[src/rtl/ssp_pkg.sv]
// ----------------------------------------------------------------------------
// ssp_pkg
// Shared types and constants of the single-source shortest paths unit.
// ----------------------------------------------------------------------------
package ssp_pkg;

  localparam int unsigned IDX_W  = 4;
  localparam int unsigned EDGE_W = 16;
  localparam int unsigned DIST_W = 20;
  localparam logic [DIST_W-1:0] DIST_MAX = {DIST_W{1'b1}};

  localparam int unsigned CFG_AW = 1;
  localparam int unsigned CFG_DW = 5;
  localparam logic [CFG_AW-1:0] CFG_VERTEX_COUNT  = 1'b0;
  localparam logic [CFG_AW-1:0] CFG_SOURCE_VERTEX = 1'b1;
  localparam logic [CFG_DW-1:0] VERTEX_COUNT_RST  = 5'd16;

  typedef enum logic [2:0] {
    ST_IDLE,
    ST_INIT,
    ST_SCAN,
    ST_RELAX,
    ST_EMIT
  } ssp_state_e;

endpackage

[src/rtl/ssp_weight_mem.sv]
// ----------------------------------------------------------------------------
// ssp_weight_mem
// Adjacency matrix store: one write port, one read port with registered data.
// ----------------------------------------------------------------------------
module ssp_weight_mem #(
  parameter int unsigned DEPTH = 256,
  parameter int unsigned WIDTH = 16
) (
  input  logic                     clk_i,
  input  logic                     we_i,
  input  logic [$clog2(DEPTH)-1:0] waddr_i,
  input  logic [WIDTH-1:0]         wdata_i,
  input  logic                     re_i,
  input  logic [$clog2(DEPTH)-1:0] raddr_i,
  output logic [WIDTH-1:0]         rdata_o
);

  logic [WIDTH-1:0] mem_q [DEPTH];
  logic [WIDTH-1:0] rdata_q;

  always_ff @(posedge clk_i) begin
    if (we_i) begin
      mem_q[waddr_i] <= wdata_i;
    end
  end

  always_ff @(posedge clk_i) begin
    if (re_i) begin
      rdata_q <= mem_q[raddr_i];
    end
  end

  assign rdata_o = rdata_q;

endmodule

[src/rtl/single_source_shortest_paths_unit.sv]
// ----------------------------------------------------------------------------
// single_source_shortest_paths_unit
// Dijkstra shortest distances over a loaded weighted adjacency matrix.
// ----------------------------------------------------------------------------
// Matrix entries are taken one per cycle while the unit is idle and written
// to the weight memory; a zero weight means no edge. The entry flagged last
// starts a run over the n vertices in use, n being vertex_count clamped to
// 1..MAX_VERTICES: each round scans the distance memory for the closest
// unvisited vertex and then relaxes its row, and a final scan finds no
// vertex left. Results follow, one per vertex in order, each one issued
// only when the output register is free or being taken. The distance memory
// has a single read port. Input is held off from the last entry until the
// final result is in the output register.
module single_source_shortest_paths_unit #(
  parameter int unsigned MAX_VERTICES = 16,
  parameter int unsigned WEIGHT_BITS  = 16
) (
  input  logic                        clk_i,
  input  logic                        rst_ni,
  input  logic                        cfg_we_i,
  input  logic [ssp_pkg::CFG_AW-1:0]  cfg_addr_i,
  input  logic [ssp_pkg::CFG_DW-1:0]  cfg_data_i,
  input  logic                        in_valid_i,
  output logic                        in_ready_o,
  input  logic [ssp_pkg::IDX_W-1:0]   from_vertex_i,
  input  logic [ssp_pkg::IDX_W-1:0]   to_vertex_i,
  input  logic [ssp_pkg::EDGE_W-1:0]  edge_weight_i,
  input  logic                        last_entry_i,
  output logic                        out_valid_o,
  input  logic                        out_ready_i,
  output logic [ssp_pkg::IDX_W-1:0]   vertex_o,
  output logic [ssp_pkg::DIST_W-1:0]  distance_o,
  output logic                        reachable_o,
  output logic                        last_result_o
);

  import ssp_pkg::*;

  localparam int unsigned DEPTH = MAX_VERTICES * MAX_VERTICES;
  localparam int unsigned AW    = $clog2(DEPTH);
  localparam int unsigned VW    = $clog2(MAX_VERTICES);
  localparam int unsigned CW    = $clog2(MAX_VERTICES + 1);
  localparam int unsigned SW    = ((DIST_W > WEIGHT_BITS) ? DIST_W : WEIGHT_BITS) + 1;

  ssp_state_e state_q, state_d;

  logic [CFG_DW-1:0] vertex_count_q;
  logic [IDX_W-1:0]  source_q;

  logic [CW-1:0]           n_q, n_d;
  logic [CW-1:0]           cnt_q, cnt_d;
  logic [MAX_VERTICES-1:0] known_q, known_d;
  logic [MAX_VERTICES-1:0] visited_q, visited_d;
  logic                    pick_valid_q, pick_valid_d;
  logic [VW-1:0]           pick_q, pick_d;
  logic [DIST_W-1:0]       pick_dist_q, pick_dist_d;
  logic                    s1_valid_q, s1_valid_d;
  logic [VW-1:0]           s1_v_q, s1_v_d;

  logic                    out_valid_q, out_valid_d;
  logic [IDX_W-1:0]        vertex_q, vertex_d;
  logic [DIST_W-1:0]       distance_q, distance_d;
  logic                    reachable_q, reachable_d;
  logic                    last_q, last_d;

  logic              in_fire;
  logic              issue;
  logic              cnt_done;
  logic              drained;
  logic              src_ok;
  logic              w_we;
  logic [AW-1:0]     w_waddr;
  logic [AW-1:0]     w_raddr;
  logic [WEIGHT_BITS-1:0] w_rdata;

  logic              dist_we;
  logic [VW-1:0]     dist_waddr;
  logic [DIST_W-1:0] dist_wdata;
  logic [VW-1:0]     dist_raddr;
  logic [DIST_W-1:0] dist_rdata_q;
  logic [DIST_W-1:0] dist_mem_q [MAX_VERTICES];

  logic [SW-1:0]     cand_sum;
  logic [DIST_W-1:0] cand;

  assign in_ready_o = (state_q == ST_IDLE);
  assign in_fire    = in_valid_i && in_ready_o;
  assign cnt_done   = (cnt_q == n_q);
  assign drained    = cnt_done && !s1_valid_q;
  assign src_ok     = (int'(source_q) < int'(n_q));

  // config registers
  always_ff @(posedge clk_i or negedge rst_ni) begin
    if (!rst_ni) begin
      vertex_count_q <= VERTEX_COUNT_RST;
      source_q       <= '0;
    end else if (cfg_we_i) begin
      if (cfg_addr_i == CFG_VERTEX_COUNT) begin
        vertex_count_q <= cfg_data_i;
      end else if (cfg_addr_i == CFG_SOURCE_VERTEX) begin
        source_q <= IDX_W'(cfg_data_i);
      end
    end
  end

  // matrix loading
  assign w_we    = in_fire && (int'(from_vertex_i) < int'(MAX_VERTICES))
                           && (int'(to_vertex_i) < int'(MAX_VERTICES));
  assign w_waddr = AW'(int'(from_vertex_i) * int'(MAX_VERTICES) + int'(to_vertex_i));
  assign w_raddr = AW'(int'(pick_q) * int'(MAX_VERTICES) + int'(cnt_q[VW-1:0]));

  ssp_weight_mem #(
    .DEPTH (DEPTH),
    .WIDTH (WEIGHT_BITS)
  ) u_weight_mem (
    .clk_i   (clk_i),
    .we_i    (w_we),
    .waddr_i (w_waddr),
    .wdata_i (WEIGHT_BITS'(edge_weight_i)),
    .re_i    (issue && (state_q == ST_RELAX)),
    .raddr_i (w_raddr),
    .rdata_o (w_rdata)
  );

  // distance memory
  assign dist_raddr = cnt_q[VW-1:0];

  always_ff @(posedge clk_i) begin
    if (dist_we) begin
      dist_mem_q[dist_waddr] <= dist_wdata;
    end
  end

  always_ff @(posedge clk_i) begin
    if (issue) begin
      dist_rdata_q <= dist_mem_q[dist_raddr];
    end
  end

  // relaxation candidate, saturated
  assign cand_sum = SW'(pick_dist_q) + SW'(w_rdata);
  assign cand     = (cand_sum > SW'(DIST_MAX)) ? DIST_MAX : DIST_W'(cand_sum);

  // next state
  always_comb begin
    state_d = state_q;
    unique case (state_q)
      ST_IDLE: begin
        if (in_fire && last_entry_i) state_d = ST_INIT;
      end
      ST_INIT: state_d = ST_SCAN;
      ST_SCAN: begin
        if (drained) state_d = pick_valid_q ? ST_RELAX : ST_EMIT;
      end
      ST_RELAX: begin
        if (drained) state_d = ST_SCAN;
      end
      ST_EMIT: begin
        if (drained) state_d = ST_IDLE;
      end
      default: state_d = ST_IDLE;
    endcase
  end

  // datapath control
  always_comb begin
    int vc;
    int nv;
    vc = int'(vertex_count_q);
    nv = (vc == 0) ? 1 : ((vc > int'(MAX_VERTICES)) ? int'(MAX_VERTICES) : vc);

    n_d          = n_q;
    cnt_d        = cnt_q;
    known_d      = known_q;
    visited_d    = visited_q;
    pick_valid_d = pick_valid_q;
    pick_d       = pick_q;
    pick_dist_d  = pick_dist_q;
    s1_valid_d   = 1'b0;
    s1_v_d       = s1_v_q;
    issue        = 1'b0;
    dist_we      = 1'b0;
    dist_waddr   = s1_v_q;
    dist_wdata   = cand;
    out_valid_d  = out_valid_q && !out_ready_i;
    vertex_d     = vertex_q;
    distance_d   = distance_q;
    reachable_d  = reachable_q;
    last_d       = last_q;

    unique case (state_q)
      ST_IDLE: begin
        if (in_fire && last_entry_i) n_d = CW'(nv);
      end
      ST_INIT: begin
        known_d      = '0;
        visited_d    = '0;
        cnt_d        = '0;
        pick_valid_d = 1'b0;
        if (src_ok) begin
          known_d[VW'(source_q)] = 1'b1;
          dist_we    = 1'b1;
          dist_waddr = VW'(source_q);
          dist_wdata = '0;
        end
      end
      ST_SCAN: begin
        if (!cnt_done) begin
          issue      = 1'b1;
          cnt_d      = cnt_q + CW'(1);
          s1_valid_d = 1'b1;
          s1_v_d     = cnt_q[VW-1:0];
        end
        if (s1_valid_q && known_q[s1_v_q] && !visited_q[s1_v_q] &&
            (!pick_valid_q || dist_rdata_q < pick_dist_q)) begin
          pick_valid_d = 1'b1;
          pick_d       = s1_v_q;
          pick_dist_d  = dist_rdata_q;
        end
        if (drained) begin
          cnt_d = '0;
          if (pick_valid_q) visited_d[pick_q] = 1'b1;
        end
      end
      ST_RELAX: begin
        if (!cnt_done) begin
          issue      = 1'b1;
          cnt_d      = cnt_q + CW'(1);
          s1_valid_d = 1'b1;
          s1_v_d     = cnt_q[VW-1:0];
        end
        if (s1_valid_q && (w_rdata != '0) && !visited_q[s1_v_q] &&
            (!known_q[s1_v_q] || cand < dist_rdata_q)) begin
          dist_we          = 1'b1;
          known_d[s1_v_q]  = 1'b1;
        end
        if (drained) begin
          cnt_d        = '0;
          pick_valid_d = 1'b0;
        end
      end
      ST_EMIT: begin
        if (!cnt_done && !s1_valid_q && (!out_valid_q || out_ready_i)) begin
          issue      = 1'b1;
          cnt_d      = cnt_q + CW'(1);
          s1_valid_d = 1'b1;
          s1_v_d     = cnt_q[VW-1:0];
        end
        if (s1_valid_q) begin
          out_valid_d = 1'b1;
          vertex_d    = IDX_W'(s1_v_q);
          distance_d  = known_q[s1_v_q] ? dist_rdata_q : '0;
          reachable_d = known_q[s1_v_q];
          last_d      = ((CW'(s1_v_q) + CW'(1)) == n_q);
        end
      end
      default: begin
      end
    endcase
  end

  always_ff @(posedge clk_i or negedge rst_ni) begin
    if (!rst_ni) begin
      state_q      <= ST_IDLE;
      n_q          <= '0;
      cnt_q        <= '0;
      known_q      <= '0;
      visited_q    <= '0;
      pick_valid_q <= 1'b0;
      s1_valid_q   <= 1'b0;
      out_valid_q  <= 1'b0;
    end else begin
      state_q      <= state_d;
      n_q          <= n_d;
      cnt_q        <= cnt_d;
      known_q      <= known_d;
      visited_q    <= visited_d;
      pick_valid_q <= pick_valid_d;
      s1_valid_q   <= s1_valid_d;
      out_valid_q  <= out_valid_d;
    end
  end

  always_ff @(posedge clk_i) begin
    pick_q      <= pick_d;
    pick_dist_q <= pick_dist_d;
    s1_v_q      <= s1_v_d;
    vertex_q    <= vertex_d;
    distance_q  <= distance_d;
    reachable_q <= reachable_d;
    last_q      <= last_d;
  end

  assign out_valid_o   = out_valid_q;
  assign vertex_o      = vertex_q;
  assign distance_o    = distance_q;
  assign reachable_o   = reachable_q;
  assign last_result_o = last_q;

endmodule
[config.mk]
export PLATFORM = sky130hd
export DESIGN_NAME = single_source_shortest_paths_unit
export DESIGN_NICKNAME = d
export VERILOG_FILES = /design/src/rtl/ssp_pkg.sv /design/src/rtl/ssp_weight_mem.sv /design/src/rtl/single_source_shortest_paths_unit.sv
export SDC_FILE = /design/constraint.sdc
export NUM_CORES = 2
export LEC_CHECK = 0
export BUFFER_PORTS_ARGS = -buffer_cell sky130_fd_sc_hd__buf_2
export CORE_MARGIN = 3
export CORE_UTILIZATION = 55
export CTS_CLUSTER_SIZE = 28
export DETAILED_ROUTE_END_ITERATION = 7
export PLACE_DENSITY = 0.71
export SYNTH_ARGS = -nofsm -noshare
export SYNTH_HDL_FRONTEND = slang
export SYNTH_MEMORY_MAX_BITS = 65536
export SYNTH_SLANG_ARGS = --single-unit
[constraint.sdc]
create_clock -name clk_i -period 7.4 [get_ports clk_i]
set_clock_uncertainty 0.05 [all_clocks]
set_input_delay 1.48 -clock clk_i [delete_from_list [all_inputs] [get_ports clk_i]]
set_output_delay 1.48 -clock clk_i [all_outputs]
set_load 0.02 [all_outputs]
==> qor.csv <==
stage,metric,value,unit
clock_tree,clockBufferDepth,4,
place,dp_hpwl,297000,um
place,pre_cts_slack,1.16,ns
clock_tree,cts_buffers,442,
timing,slew_headroom,-0.458,%
timing,rsz0062_at_grt,no,
clock_tree,clk_latency,0.99,ns
min_path,hold_class,flop to flop,
route,drc,0,
timing,hold_violations,0,
outcome,status,finished with violations,
final_layout,drive_gt1_share,27.9,%
grt,grt_pass1_vias,86103,
synth,synth_top_area_share,76.2,%
route,wl_met3,58500,um
place,port_buffers,63,
synth,ys_ff_latch,4563,
synth,yosysSeqAreaShare,77.0,%
die,fp.coreArea,321000,um2
timing,tightest_slew,1.50,ns
route,antenna_left,0,
final_layout,final_util,61.9,%
final_layout,final_nets,8474,
critical_path,worstPathArrival,6.96,ns
timing,timing.fmax,158,MHz
route,routed_wl,486000,um
clock_tree,cts_root_buf,clkbuf_16,
synth,async_flop_share,1.25,%
clock_tree,htree_levels,5,
synth,avgSynthCellArea,22.4,um2
synth,synth_edf_count,4506,
critical_path,worstSetupPathType,flop to flop,
synth,yosys_warnings,0,
timing,setup_viol,0,
die,core.rowCount,208,
critical_path,startpoint_type,flop,
pwr,vdd_ir_drop_max,0.000277,V
synth,syn-num-nets,8019,
die,fp.dieH,574,um
die,io_pins,64,
timing,min_period,6.33,ns
die,start_util,55.3,%
die,die-area,330000,um2
place,gp_congestion,0.994,
critical_path,worstPathRequired,8.04,ns
route,wire_per_inst,37.1,um
route,dr.pass1.iters,7,
synth,netlist_top_cells_area,"edfxtp_1 76%, mux4_2 15%, mux2i_1 1.7%, nor2_1 0.79%, dfrtp_1 0.79%",
clock_tree,cts_resized,0,
timing,whs,0.461,ns
timing,worst_slack,1.07,ns
timing,final_max_slew_viol_count,2,
pwr,power_density,362,nW/um2
run,max_cap_viol_count,2,
timing,setup_tns,0,ns
clock_tree,cts_setup_buffers,0,
route,met2WireLength,223000,um
final_layout,fillerInstances,21337,
timing,fin_crit_sh,85.5,%
grt,antenna_found_initial,38,
synth,syn-instance-count,7920,
clock_tree,clock_sinks,4563,
pwr,p_total,0.0720,W
final_layout,final_common_cell,edfxtp_1,
route,wl_met1,173000,um
synth,ys.flop_type,edfxtp_1,
clock_tree,clkTransAtPathRegs,0.07,ns
pwr,p_leak,63.2,nW
die,die_x,574,um
critical_path,rrSetupSlack,1.07,ns
synth,ys_types,77,
grt,grt_max_degree,205,
route,via_count,88501,
grt,grt.total_usage,29.3,%
route,viasPerCell,6.77,
synth,synth_top_area_cell,edfxtp_1,
route,route.top_layer_used,met5,
synth,synth_area,178000,um2
outcome,violations,"capacitance limit, slew limit",
final_layout,area_growth_syn_to_layout,12.0,%
critical_path,critPathMaxFanout,20,
grt,grt_pass1_wl,678000,um
clock_tree,hold_buffers,0,
grt,gr-total-overflow,0,
clock_tree,cts_tree,built,
final_layout,final_cell_mix,"4506 x edfxtp_1, 1203 x mux4_2, 453 x clkbuf_16, 320 x buf_4, 300 x mux2i_1",
route,dr.first_iter.drc_count,14188,
critical_path,critPathCaptureType,flop,
-- critical path, cell delays in order (launching register included) --
cell and delay (ns):
edfxtp_1 0.36, ha_1 0.17, inv_1 0.05, fa_1 0.37
nand2b_1 0.19, a21oi_1 0.31, o2111ai_1 0.17, nand2_1 0.14
nor2_1 0.12, nor2b_1 0.83, nor3b_1 0.17, a21oi_1 0.18
ha_1 0.18, nand4_1 0.13, or3b_1 0.41, or3_1 0.43
o22ai_1 0.21, a211o_1 0.13, o31ai_1 0.07, buf_4 0.18
a41oi_1 0.82, nor2_2 0.10, buf_4 0.27
-- state kept, by name, summed over array words and instances, names as in the netlist, 3 cells and up --
| register | count |
|---|---|
| u_weight_mem.mem_q | 4096 |
| dist_mem_q | 320 |
| dist_rdata_q | 20 |
| distance_o | 20 |
| pick_dist_q | 20 |
| known_q | 16 |
| u_weight_mem.rdata_o | 16 |
| visited_q | 16 |
| cnt_q | 5 |
| n_q | 5 |
| vertex_count_q | 5 |
| pick_q | 4 |
| s1_v_q | 4 |
| source_q | 4 |
| vertex_o | 4 |
| state_q | 3 |
-- metrics by stage --
step / cell area, um2 / std cells
after floorplan: 178000 / 7920
after global placement: 185000 / 12236
after detailed placement: 185000 / 12236
after CTS: 199000 / 13058
after global routing: 199000 / 13063
final: 199000 / 13077
-- kinds of logic after synthesis --
kind of cell    synth area share, %
fa+ha+maj                     0.448
xor+xnor                      0.118
compound gates                 1.82
flops                          77.0
simple gates                   2.06
buf+inv                        1.49
mux                            17.1
-- final timing paths --
path,startpoint,to,depth (start not counted)
setup / recovery,u_weight_mem.rdata_o[0],dist_mem_q[1][9],22
hold / removal,visited_q[12],visited_q[12],2
setup reg to reg,u_weight_mem.rdata_o[0],dist_mem_q[1][9],22
hold reg to reg,visited_q[12],visited_q[12],2
max in group asynchronous,rst_ni,cnt_q[0],2
min in group asynchronous,rst_ni,vertex_count_q[3],2
-- final cells by class --
type,instances,area (um2),area share [%]
Antenna cell,19,47.5,0.0239
Clock buffer,538,11700,5.88
Clock inverter,284,2650,1.33
Inverter,57,233,0.117
Multi-Input combinational cell,2895,38600,19.4
Sequential cell,4563,137000,68.8
Tap cell,4305,5390,2.71
Timing Repair Buffer,416,3520,1.77
-- power by group --
group          switching [W]  internal, W
Clock                0.00960       0.0127
Combinational         0.0120      0.00786
Sequential          0.000627       0.0292
-- per-layer routing --
| layer | vias to the layer above | track usage (%) |
|---|---|---|
| met5 | - | 0 |
| met4 | 14 | 15.4 |
| met3 | 1168 | 8.39 |
| met2 | 5985 | 43.8 |
| met1 | 46855 | 39.8 |
| li1 | 34479 | - |
-- Yosys cell counts (all sizes together), types with 4 or more instances --
library cell  count
a211o             6
a211oi           17
mux2             16
dfrtp            56
a32oi             5
a221oi           47
a21oi            86
and2             44
nand2b           33
or4               7
o221ai            6
nand3b            4
o21a             14
inv              55
nor4             17
a31oi            10
a2111oi           5
mux2i           300
nand4            27
nand3            50
o211ai            6
and3              9
o32ai            17
o31ai             5
xor2              8
buf             270
a22oi            53
nand2           172
or3               7
or2               6
clkbuf          135
o2111ai           6
ha               62
o21ai            65
nor2b            25
a21o             20
edfxtp         4506
nor3             30
mux4           1204
nor2            375
o22ai            89
xnor2            16
Note: power is estimated with default switching activity, not from simulation.
